[src/rtl/kfli_pkg.sv]
package kfli_pkg;

   // table geometry
   localparam int MAX_FRAMES  = 16;
   localparam int TIME_BITS   = 16;
   localparam int IDX_BITS    = $clog2(MAX_FRAMES);
   localparam int VALUE_BITS  = 32;
   localparam int ENTRY_WIDTH = TIME_BITS + VALUE_BITS;

   // fixed field widths of the stream beats
   localparam int CMD_BITS    = 1;
   localparam int ENTRY_BITS  = 4;
   localparam int KEY_BITS    = 16;
   localparam int COUNT_BITS  = 5;

   // request tdata layout, lowest field first
   localparam int ENTRY_LSB   = 0;
   localparam int KEY_T_LSB   = ENTRY_LSB + ENTRY_BITS;
   localparam int KEY_V_LSB   = KEY_T_LSB + KEY_BITS;
   localparam int ELAPSED_LSB = KEY_V_LSB + VALUE_BITS;
   localparam int REQ_USED    = ELAPSED_LSB + KEY_BITS;
   localparam int REQ_DATA_BITS = ((REQ_USED + 7) / 8) * 8;
   localparam int RSP_DATA_BITS = VALUE_BITS;

   // counting width wide enough for the saturated frame count
   localparam int CNT_BITS = (IDX_BITS + 1 > COUNT_BITS) ? IDX_BITS + 1 : COUNT_BITS;

   // divider and multiplier
   localparam int FRAC_BITS  = 16;
   localparam int QUO_BITS   = FRAC_BITS + 1;
   localparam int STEP_BITS  = $clog2(FRAC_BITS);
   localparam int DIFF_BITS  = VALUE_BITS + 1;
   localparam int PROD_BITS  = DIFF_BITS + QUO_BITS + 1;
   localparam logic [QUO_BITS-1:0] FRAC_ONE = QUO_BITS'(1) << FRAC_BITS;

   // request kinds carried on tuser
   localparam logic [CMD_BITS-1:0] CMD_WRITE  = 1'b0;
   localparam logic [CMD_BITS-1:0] CMD_SAMPLE = 1'b1;

   typedef enum logic [2:0] {
      ST_IDLE,
      ST_SCAN,
      ST_PREP,
      ST_DIV,
      ST_MUL,
      ST_SUM,
      ST_DONE
   } kfli_state_type;

endpackage

[src/rtl/keyframe_linear_interpolator_core.sv]
// Piecewise linear keyframe interpolator. A write beat (tuser = 0) stores one
// keyframe, a key time in ms and a signed Q16.16 value, into slot entry_index
// of a 16-entry table; entries must be loaded in strictly ascending time order
// and the csr register sets how many entries, from slot 0, are in use (values
// above 16 count as 16). A sample beat (tuser = 1) walks the table for the
// first frame whose time is at or after elapsed_ms and interpolates from the
// previous frame's value (the frame's own value for the first frame, so the
// first value holds before it) with a Q1.16 fraction. Every request beat gives
// exactly one response beat; tuser on the response is 1 only when a segment
// was found, otherwise tdata is zero. Timing: one request is in flight at a
// time. A write or an empty table goes straight to the done state. A sample
// searches from slot 0 to the slot that matched: the table ram delivers one
// entry per cycle for the search, then a subtractor runs a 16-step restoring
// divide (skipped when the sample sits on the segment end), then one multiply
// and one add. The response sits in an output register, so the next request
// is taken while it waits for rsp_tready.
module keyframe_linear_interpolator_core (
   input  logic                                clock,
   input  logic                                reset,
   // request: entry_index, key_time, key_value, elapsed_ms, zero pad
   input  logic                                req_tvalid,
   output logic                                req_tready,
   input  logic [kfli_pkg::REQ_DATA_BITS-1:0]  req_tdata,
   // request kind: cmd
   input  logic [kfli_pkg::CMD_BITS-1:0]       req_tuser,
   // response: value
   output logic                                rsp_tvalid,
   input  logic                                rsp_tready,
   output logic [kfli_pkg::RSP_DATA_BITS-1:0]  rsp_tdata,
   // response flag: valid_res
   output logic                                rsp_tuser,
   // frame_count register
   input  logic                                csr_wr_en,
   input  logic [kfli_pkg::COUNT_BITS-1:0]     csr_wr_data
);

   localparam int TB = kfli_pkg::TIME_BITS;
   localparam int VB = kfli_pkg::VALUE_BITS;
   localparam int IB = kfli_pkg::IDX_BITS;
   localparam int CB = kfli_pkg::CNT_BITS;

   kfli_pkg::kfli_state_type state_ff, state_in;

   logic [kfli_pkg::COUNT_BITS-1:0] frame_count_ff;

   // search pipeline
   logic [IB-1:0]           rd_addr_ff, rd_addr_in;
   logic [IB-1:0]           chk_ff, chk_in;
   logic                    pend_ff, pend_in;
   logic [TB-1:0]           samp_time_ff, samp_time_in;
   logic [TB-1:0]           prev_time_ff, prev_time_in;
   logic signed [VB-1:0]    prev_value_ff, prev_value_in;

   // segment operands
   logic [TB-1:0]           beg_ff, beg_in;
   logic [TB-1:0]           end_ff, end_in;
   logic signed [VB-1:0]    from_ff, from_in;
   logic signed [VB-1:0]    to_ff, to_in;

   // divider / multiplier
   logic [TB-1:0]                          rem_ff, rem_in;
   logic [kfli_pkg::QUO_BITS-1:0]          quo_ff, quo_in;
   logic [kfli_pkg::STEP_BITS-1:0]         step_ff, step_in;
   logic signed [kfli_pkg::PROD_BITS-1:0]  prod_ff, prod_in;

   // finished result and output register
   logic [VB-1:0]  res_value_ff, res_value_in;
   logic           res_flag_ff, res_flag_in;
   logic           rsp_valid_ff, rsp_valid_in;
   logic [VB-1:0]  rsp_value_ff, rsp_value_in;
   logic           rsp_flag_ff, rsp_flag_in;

   // field views of the request beat
   logic [kfli_pkg::ENTRY_BITS-1:0] f_entry;
   logic [kfli_pkg::KEY_BITS-1:0]   f_key_time;
   logic [VB-1:0]                   f_key_value;
   logic [kfli_pkg::KEY_BITS-1:0]   f_elapsed;

   assign f_entry     = req_tdata[kfli_pkg::ENTRY_LSB +: kfli_pkg::ENTRY_BITS];
   assign f_key_time  = req_tdata[kfli_pkg::KEY_T_LSB +: kfli_pkg::KEY_BITS];
   assign f_key_value = req_tdata[kfli_pkg::KEY_V_LSB +: VB];
   assign f_elapsed   = req_tdata[kfli_pkg::ELAPSED_LSB +: kfli_pkg::KEY_BITS];

   logic req_fire;
   logic rsp_free;
   assign req_tready = (state_ff == kfli_pkg::ST_IDLE);
   assign req_fire   = req_tvalid && req_tready;
   assign rsp_free   = !rsp_valid_ff || rsp_tready;

   // saturated count of entries in use
   logic [CB-1:0] cnt_ext;
   logic [CB-1:0] n_used;
   logic          table_empty;
   logic          last_entry;
   assign cnt_ext     = CB'(frame_count_ff);
   assign n_used      = (cnt_ext > CB'(kfli_pkg::MAX_FRAMES)) ?
                        CB'(kfli_pkg::MAX_FRAMES) : cnt_ext;
   assign table_empty = (n_used == '0);
   assign last_entry  = ((CB'(chk_ff) + CB'(1)) == n_used);

   // keyframe table: time in the low bits, value above
   logic                              wr_en;
   logic [kfli_pkg::ENTRY_WIDTH-1:0]  rd_data;
   logic [TB-1:0]                     rd_time;
   logic signed [VB-1:0]              rd_value;

   assign wr_en = req_fire && (req_tuser == kfli_pkg::CMD_WRITE) &&
                  ((kfli_pkg::ENTRY_BITS + 1)'(f_entry) <
                   (kfli_pkg::ENTRY_BITS + 1)'(kfli_pkg::MAX_FRAMES));

   kfli_ram #(
      .WIDTH (kfli_pkg::ENTRY_WIDTH),
      .DEPTH (kfli_pkg::MAX_FRAMES)
   ) u_table (
      .clock   (clock),
      .wr_en   (wr_en),
      .wr_addr (IB'(f_entry)),
      .wr_data ({f_key_value, TB'(f_key_time)}),
      .rd_addr (rd_addr_ff),
      .rd_data (rd_data)
   );

   assign rd_time  = rd_data[TB-1:0];
   assign rd_value = rd_data[kfli_pkg::ENTRY_WIDTH-1:TB];

   logic hit;
   assign hit = pend_ff && (rd_time >= samp_time_ff);

   // subtractors: span and position in prep, trial subtract in the divide
   logic [TB-1:0] span;
   logic [TB-1:0] seg_pos;
   logic [TB:0]   shifted;
   logic [TB:0]   trial;
   assign span    = (end_ff > beg_ff) ? (end_ff - beg_ff) : '0;
   assign seg_pos = samp_time_ff - beg_ff;
   assign shifted = {rem_ff, 1'b0};
   assign trial   = shifted - {1'b0, span};

   logic signed [kfli_pkg::DIFF_BITS-1:0] diff;
   assign diff = kfli_pkg::DIFF_BITS'(to_ff) - kfli_pkg::DIFF_BITS'(from_ff);

   // next state
   always_comb begin
      state_in = state_ff;
      unique case (state_ff)
         kfli_pkg::ST_IDLE: begin
            if (req_fire) begin
               if (req_tuser == kfli_pkg::CMD_SAMPLE && !table_empty) begin
                  state_in = kfli_pkg::ST_SCAN;
               end else begin
                  state_in = kfli_pkg::ST_DONE;
               end
            end
         end
         kfli_pkg::ST_SCAN: begin
            if (hit) begin
               state_in = kfli_pkg::ST_PREP;
            end else if (pend_ff && last_entry) begin
               state_in = kfli_pkg::ST_DONE;
            end
         end
         kfli_pkg::ST_PREP: begin
            priority if (span == '0 || samp_time_ff < beg_ff) begin
               state_in = kfli_pkg::ST_DONE;
            end else if (seg_pos == span) begin
               state_in = kfli_pkg::ST_MUL;
            end else begin
               state_in = kfli_pkg::ST_DIV;
            end
         end
         kfli_pkg::ST_DIV: begin
            if (step_ff == '1) begin
               state_in = kfli_pkg::ST_MUL;
            end
         end
         kfli_pkg::ST_MUL: state_in = kfli_pkg::ST_SUM;
         kfli_pkg::ST_SUM: state_in = kfli_pkg::ST_DONE;
         kfli_pkg::ST_DONE: begin
            if (rsp_free) begin
               state_in = kfli_pkg::ST_IDLE;
            end
         end
         default: state_in = kfli_pkg::ST_IDLE;
      endcase
   end

   // datapath
   always_comb begin
      rd_addr_in    = rd_addr_ff;
      chk_in        = chk_ff;
      pend_in       = pend_ff;
      samp_time_in  = samp_time_ff;
      prev_time_in  = prev_time_ff;
      prev_value_in = prev_value_ff;
      beg_in        = beg_ff;
      end_in        = end_ff;
      from_in       = from_ff;
      to_in         = to_ff;
      rem_in        = rem_ff;
      quo_in        = quo_ff;
      step_in       = step_ff;
      prod_in       = prod_ff;
      res_value_in  = res_value_ff;
      res_flag_in   = res_flag_ff;
      rsp_valid_in  = rsp_valid_ff;
      rsp_value_in  = rsp_value_ff;
      rsp_flag_in   = rsp_flag_ff;

      if (rsp_tvalid && rsp_tready) begin
         rsp_valid_in = 1'b0;
      end

      unique case (state_ff)
         kfli_pkg::ST_IDLE: begin
            if (req_fire) begin
               // writes, and samples of an empty table, answer invalid
               res_value_in = '0;
               res_flag_in  = 1'b0;
               samp_time_in = TB'(f_elapsed);
               rd_addr_in   = '0;
               pend_in      = 1'b0;
            end
         end
         kfli_pkg::ST_SCAN: begin
            // one table read issued per cycle, checked in the following cycle
            rd_addr_in = rd_addr_ff + IB'(1);
            chk_in     = rd_addr_ff;
            pend_in    = 1'b1;
            if (hit) begin
               to_in  = rd_value;
               end_in = rd_time;
               if (chk_ff == '0) begin
                  from_in = rd_value;
                  beg_in  = '0;
               end else begin
                  from_in = prev_value_ff;
                  beg_in  = prev_time_ff;
               end
            end else if (pend_ff) begin
               prev_time_in  = rd_time;
               prev_value_in = rd_value;
            end
         end
         kfli_pkg::ST_PREP: begin
            rem_in  = seg_pos;
            quo_in  = (seg_pos == span) ? kfli_pkg::FRAC_ONE : '0;
            step_in = '0;
            if (span == '0 || samp_time_ff < beg_ff) begin
               res_value_in = to_ff;
               res_flag_in  = 1'b1;
            end
         end
         kfli_pkg::ST_DIV: begin
            // restoring divide, one quotient bit per cycle
            step_in = step_ff + kfli_pkg::STEP_BITS'(1);
            if (!trial[TB]) begin
               rem_in = trial[TB-1:0];
               quo_in = {quo_ff[kfli_pkg::QUO_BITS-2:0], 1'b1};
            end else begin
               rem_in = shifted[TB-1:0];
               quo_in = {quo_ff[kfli_pkg::QUO_BITS-2:0], 1'b0};
            end
         end
         kfli_pkg::ST_MUL: begin
            prod_in = diff * $signed({1'b0, quo_ff});
         end
         kfli_pkg::ST_SUM: begin
            // arithmetic shift of the product floors toward minus infinity
            res_value_in = from_ff + prod_ff[kfli_pkg::FRAC_BITS +: VB];
            res_flag_in  = 1'b1;
         end
         kfli_pkg::ST_DONE: begin
            if (rsp_free) begin
               rsp_valid_in = 1'b1;
               rsp_value_in = res_value_ff;
               rsp_flag_in  = res_flag_ff;
            end
         end
         default: begin
            rsp_valid_in = rsp_valid_ff;
         end
      endcase

      // search ran off the end of the used entries
      if (state_ff == kfli_pkg::ST_SCAN && !hit && pend_ff && last_entry) begin
         res_value_in = '0;
         res_flag_in  = 1'b0;
      end
   end

   always_ff @(posedge clock) begin
      if (reset) begin
         state_ff       <= kfli_pkg::ST_IDLE;
         frame_count_ff <= '0;
         rsp_valid_ff   <= 1'b0;
         pend_ff        <= 1'b0;
      end else begin
         state_ff     <= state_in;
         rsp_valid_ff <= rsp_valid_in;
         pend_ff      <= pend_in;
         if (csr_wr_en) begin
            frame_count_ff <= csr_wr_data;
         end
      end
   end

   always_ff @(posedge clock) begin
      rd_addr_ff    <= rd_addr_in;
      chk_ff        <= chk_in;
      samp_time_ff  <= samp_time_in;
      prev_time_ff  <= prev_time_in;
      prev_value_ff <= prev_value_in;
      beg_ff        <= beg_in;
      end_ff        <= end_in;
      from_ff       <= from_in;
      to_ff         <= to_in;
      rem_ff        <= rem_in;
      quo_ff        <= quo_in;
      step_ff       <= step_in;
      prod_ff       <= prod_in;
      res_value_ff  <= res_value_in;
      res_flag_ff   <= res_flag_in;
      rsp_value_ff  <= rsp_value_in;
      rsp_flag_ff   <= rsp_flag_in;
   end

   assign rsp_tvalid = rsp_valid_ff;
   assign rsp_tdata  = rsp_value_ff;
   assign rsp_tuser  = rsp_flag_ff;

   // a held response is never overwritten: the sequencer waits in done
   a_done_waits: assert property (@(posedge clock) disable iff (reset)
      (state_ff == kfli_pkg::ST_DONE && rsp_valid_ff && !rsp_tready)
      |=> (state_ff == kfli_pkg::ST_DONE))
      else $error("response register overwritten while stalled");

   // a sample of a non-empty table starts the search
   a_sample_scans: assert property (@(posedge clock) disable iff (reset)
      (req_fire && req_tuser == kfli_pkg::CMD_SAMPLE && !table_empty)
      |=> (state_ff == kfli_pkg::ST_SCAN && !pend_ff && rd_addr_ff == '0))
      else $error("sample did not start the table search");

   // divide remainder stays below the span
   a_rem_bound: assert property (@(posedge clock) disable iff (reset)
      (state_ff == kfli_pkg::ST_DIV) |-> (rem_ff < span))
      else $error("divide remainder out of range");

   // fraction never exceeds one
   a_frac_bound: assert property (@(posedge clock) disable iff (reset)
      (state_ff == kfli_pkg::ST_MUL) |-> (quo_ff <= kfli_pkg::FRAC_ONE))
      else $error("fraction above one");

   // invalid responses carry a zero value
   a_invalid_zero: assert property (@(posedge clock) disable iff (reset)
      (rsp_tvalid && !rsp_tuser) |-> (rsp_tdata == '0))
      else $error("invalid response with nonzero value");

endmodule

[src/rtl/kfli_ram.sv]
module kfli_ram #(
   parameter int WIDTH = 8,
   parameter int DEPTH = 16
) (
   input  logic                     clock,
   input  logic                     wr_en,
   input  logic [$clog2(DEPTH)-1:0] wr_addr,
   input  logic [WIDTH-1:0]         wr_data,
   input  logic [$clog2(DEPTH)-1:0] rd_addr,
   output logic [WIDTH-1:0]         rd_data
);

   logic [WIDTH-1:0] mem_ff [DEPTH];
   logic [WIDTH-1:0] rd_data_ff;

   always_ff @(posedge clock) begin
      if (wr_en) begin
         mem_ff[wr_addr] <= wr_data;
      end
      rd_data_ff <= mem_ff[rd_addr];
   end

   assign rd_data = rd_data_ff;

endmodule
[config.mk]
export PLATFORM = sky130hd
export DESIGN_NAME = keyframe_linear_interpolator_core
export DESIGN_NICKNAME = d
export VERILOG_FILES = /design/src/rtl/kfli_pkg.sv /design/src/rtl/keyframe_linear_interpolator_core.sv /design/src/rtl/kfli_ram.sv
export SDC_FILE = /design/constraint.sdc
export NUM_CORES = 2
export LEC_CHECK = 0
export BUFFER_PORTS_ARGS = -buffer_cell sky130_fd_sc_hd__buf_2
export CAP_MARGIN = 30
export CELL_PAD_IN_SITES_DETAIL_PLACEMENT = 0
export CELL_PAD_IN_SITES_GLOBAL_PLACEMENT = 1
export CORE_MARGIN = 4
export CORE_UTILIZATION = 30
export CTS_CLUSTER_SIZE = 8
export DETAILED_ROUTE_END_ITERATION = 10
export GPL_ROUTABILITY_DRIVEN = 0
export PLACE_DENSITY_LB_ADDON = 0.1
export SYNTH_ARGS = -nofsm -noshare
export SYNTH_HDL_FRONTEND = slang
export SYNTH_SLANG_ARGS = --single-unit
[constraint.sdc]
create_clock -name clock -period 11.7 [get_ports clock]
set_clock_uncertainty 0.1 [all_clocks]
set_input_delay 0.585 -clock clock [delete_from_list [all_inputs] [get_ports clock]]
set_output_delay 0.585 -clock clock [all_outputs]
set_load 0.01 [all_outputs]
==> flow_metrics.tcl <==
set metrics [dict create \
    htreeDepth 4 \
    start_util_pct 30.2 \
    worst_slew_pin_slew_ps 990 \
    layout_commonest_cell "edfxtp_1" \
    synth-async-reset-ratio_pct 0 \
    io_buffer_count 113 \
    tns_ps 0 \
    grt_setup_unrepaired "no" \
    firstDrtPassIters 5 \
    first_iter_violations 1944 \
    status "completed" \
    path_common_cell "fa_1" \
    route.detailed.drc 0 \
    finalHoldViolCount 0 \
    clock_path_buffers 3 \
    cts_sinks 1129 \
    clk_latency_ps 790 \
    die_area_sq_um 226000 \
    yosys.cell_types.count 81 \
    grt_overflow 0 \
    cts_tree "yes" \
    ys_seq_area_share_pct 50.4 \
    synth_area_per_cell_sq_um 13.8 \
    slew_headroom_pct 33.8 \
    post_cts_buffers 0 \
    grt.total_usage_pct 16.2 \
    crit_arrival_ps 10370 \
    grt_antenna_before_repair 35 \
    layout_common_cells "edfxtp_1 (1038), inv_1 (700), fa_1 (519)" \
    row_count 171 \
    setup_violations 0 \
    fin_crit_ps 9950 \
    timing.rr.start "from_ff[0]" \
    hold_buffers 21 \
    reg2reg_depth 32 \
    syn2layout_area_growth_pct 14.6 \
    cp_num_buf_inv 4 \
    crit_end "prod_ff[47]" \
    crit_path_start "from_ff[0]" \
    synth_area_sq_um 65500 \
    grt_pass1_wl_microns 271000 \
    period_share_pct 85.0 \
    ys_warn_count 0 \
    reg2reg_to "prod_ff[47]" \
    synthCells 4730 \
    nNetsFinal 5788 \
    drt-vias-per-instance 4.69 \
    yosys_most_used_dff "edfxtp_1" \
    syn_nets 5572 \
    dp_hpwl_microns 119000 \
    ys_seq_elements 1129 \
    fp.dieH_microns 475 \
    root_buffer "clkbuf_16" \
    wirelength_microns 179000 \
    end_kind "flip-flop" \
    max_freq_mhz 101 \
    cp_top_family "adder cells" \
    synth_edf_count 1038 \
    cts_buffers 161 \
    grt_max_degree 134 \
    clk_pin_slew_worst_paths_ps 50 \
    required_ps 12120 \
    worst-path-stages 32 \
    io_pins 118 \
    path_class "reg -> reg" \
    slew_viol_final 0 \
    dieWidth_microns 475 \
    drv_cap 0 \
    cts_resized 0 \
    grt_pass1_vias 40400 \
    drive_gt1_share_pct 14.7 \
    hold_slack_ps 80.1 \
    hold_path_class "in -> reg" \
    critPathSlowestCell "xor2_1" \
    vias 37100 \
    r2r_setup_slack_ps 1750 \
    core_sq_um 217000 \
    wl_per_cell_microns 22.6 \
    slowest_delay_ps 820 \
    start_kind "flip-flop" \
    cp_max_fo 8 \
    antenna_left 0 \
]
## worst min path at each step
stage	startpoint	to	slack, ps	depth (start not counted)
floorplan	res_value_ff[0]	rsp_tdata[0]	310	0
global placement	res_value_ff[6]	rsp_tdata[6]	320	0
detailed placement	res_value_ff[13]	rsp_tdata[13]	310	0
CTS	req_tdata[8]	u_table.mem_ff[0][4]	4	1
global route	reset	rsp_tvalid	30	2
finish	rsp_tready	rsp_tvalid	80	4
## worst reg2reg max path, delay by kind of cell (launching register included)
kind                       cells  cell delay (ps)
adders and majority gates      9             3920
AOI/OAI and AO/OA             15             3620
xor gates and xnor gates       2              940
and+or+nand+nor                2              460
DFF                            1              390
buffers and inverters          4              270
## logic make-up after synthesis
family / synth area share (%)
flip-flops: 50.4
AND/OR/NAND/NOR: 7.88
buffers and inverters: 5.13
adder cells (fa/ha/maj): 20.5
AO/OA/AOI/OAI: 5.02
multiplexers: 9.15
XOR/XNOR: 1.99
## cell usage after synthesis, types with 65 or more instances
master / number / area (sq um)
xnor2_1: 104 / 911
clkbuf_1: 159 / 597
o21ai_0: 78 / 390
nor2b_1: 65 / 407
nand2_1: 351 / 1320
inv_1: 700 / 2630
fa_1: 519 / 10400
a21oi_1: 117 / 586
edfxtp_1: 1038 / 31200
nor2_1: 166 / 623
mux4_2: 240 / 5410
and2_1: 283 / 1770
dfxtp_1: 91 / 1820
ha_1: 240 / 3000
## per-layer routing
layer  GRT usage [%]  routed length (microns)  share of wire (%)  vias to the layer above
li1                -                        -                  -                    16900
met5               0                      144              0.080                        -
met1            22.4                    82300                 46                    19400
met3            2.56                     6620                3.7                      201
met4            2.99                     2640                1.5                       22
met2            27.1                    87500                 49                      545
## state kept, by name, indices dropped and copies added (netlist names), 3 cells and up
signal           flops
to_ff               32
end_ff              16
rem_ff              16
u_table.rd_data     48
quo_ff              17
from_ff             32
u_table.mem_ff     768
samp_time_ff        16
rsp_tdata           32
prev_time_ff        16
state_ff             3
rd_addr_ff           4
cnt_ext              5
res_value_ff        32
beg_ff              16
step_ff              4
prod_ff             32
chk_ff               4
prev_value_ff       32
## cell type report
type	instances	area [sq um]
Multi-Input combinational cell	2716	29400
Fill cell	21000	142000
Clock buffer	254	4410
Timing Repair Buffer	237	1660
Inverter	701	2630
Tap cell	2854	3570
Sequential cell	1129	33000
Clock inverter	19	389
Antenna cell	6	15.0
## per-stage QoR
step                      setup slack (ps)  instances  util [%]  cell area (sq um)
after CTS                             1650       7909      34.5              75000
after floorplan                       3010       4730         -              65500
after global placement                1740       7609      32.2              69900
final                                 1750       7916      34.6              75000
after detailed placement              1720       7615      32.2              70000
after global routing                  1140       7910      34.5              75000
Power is not shown: default switching activity piles up to over one toggle a cycle in this logic, so the estimate is an artifact.
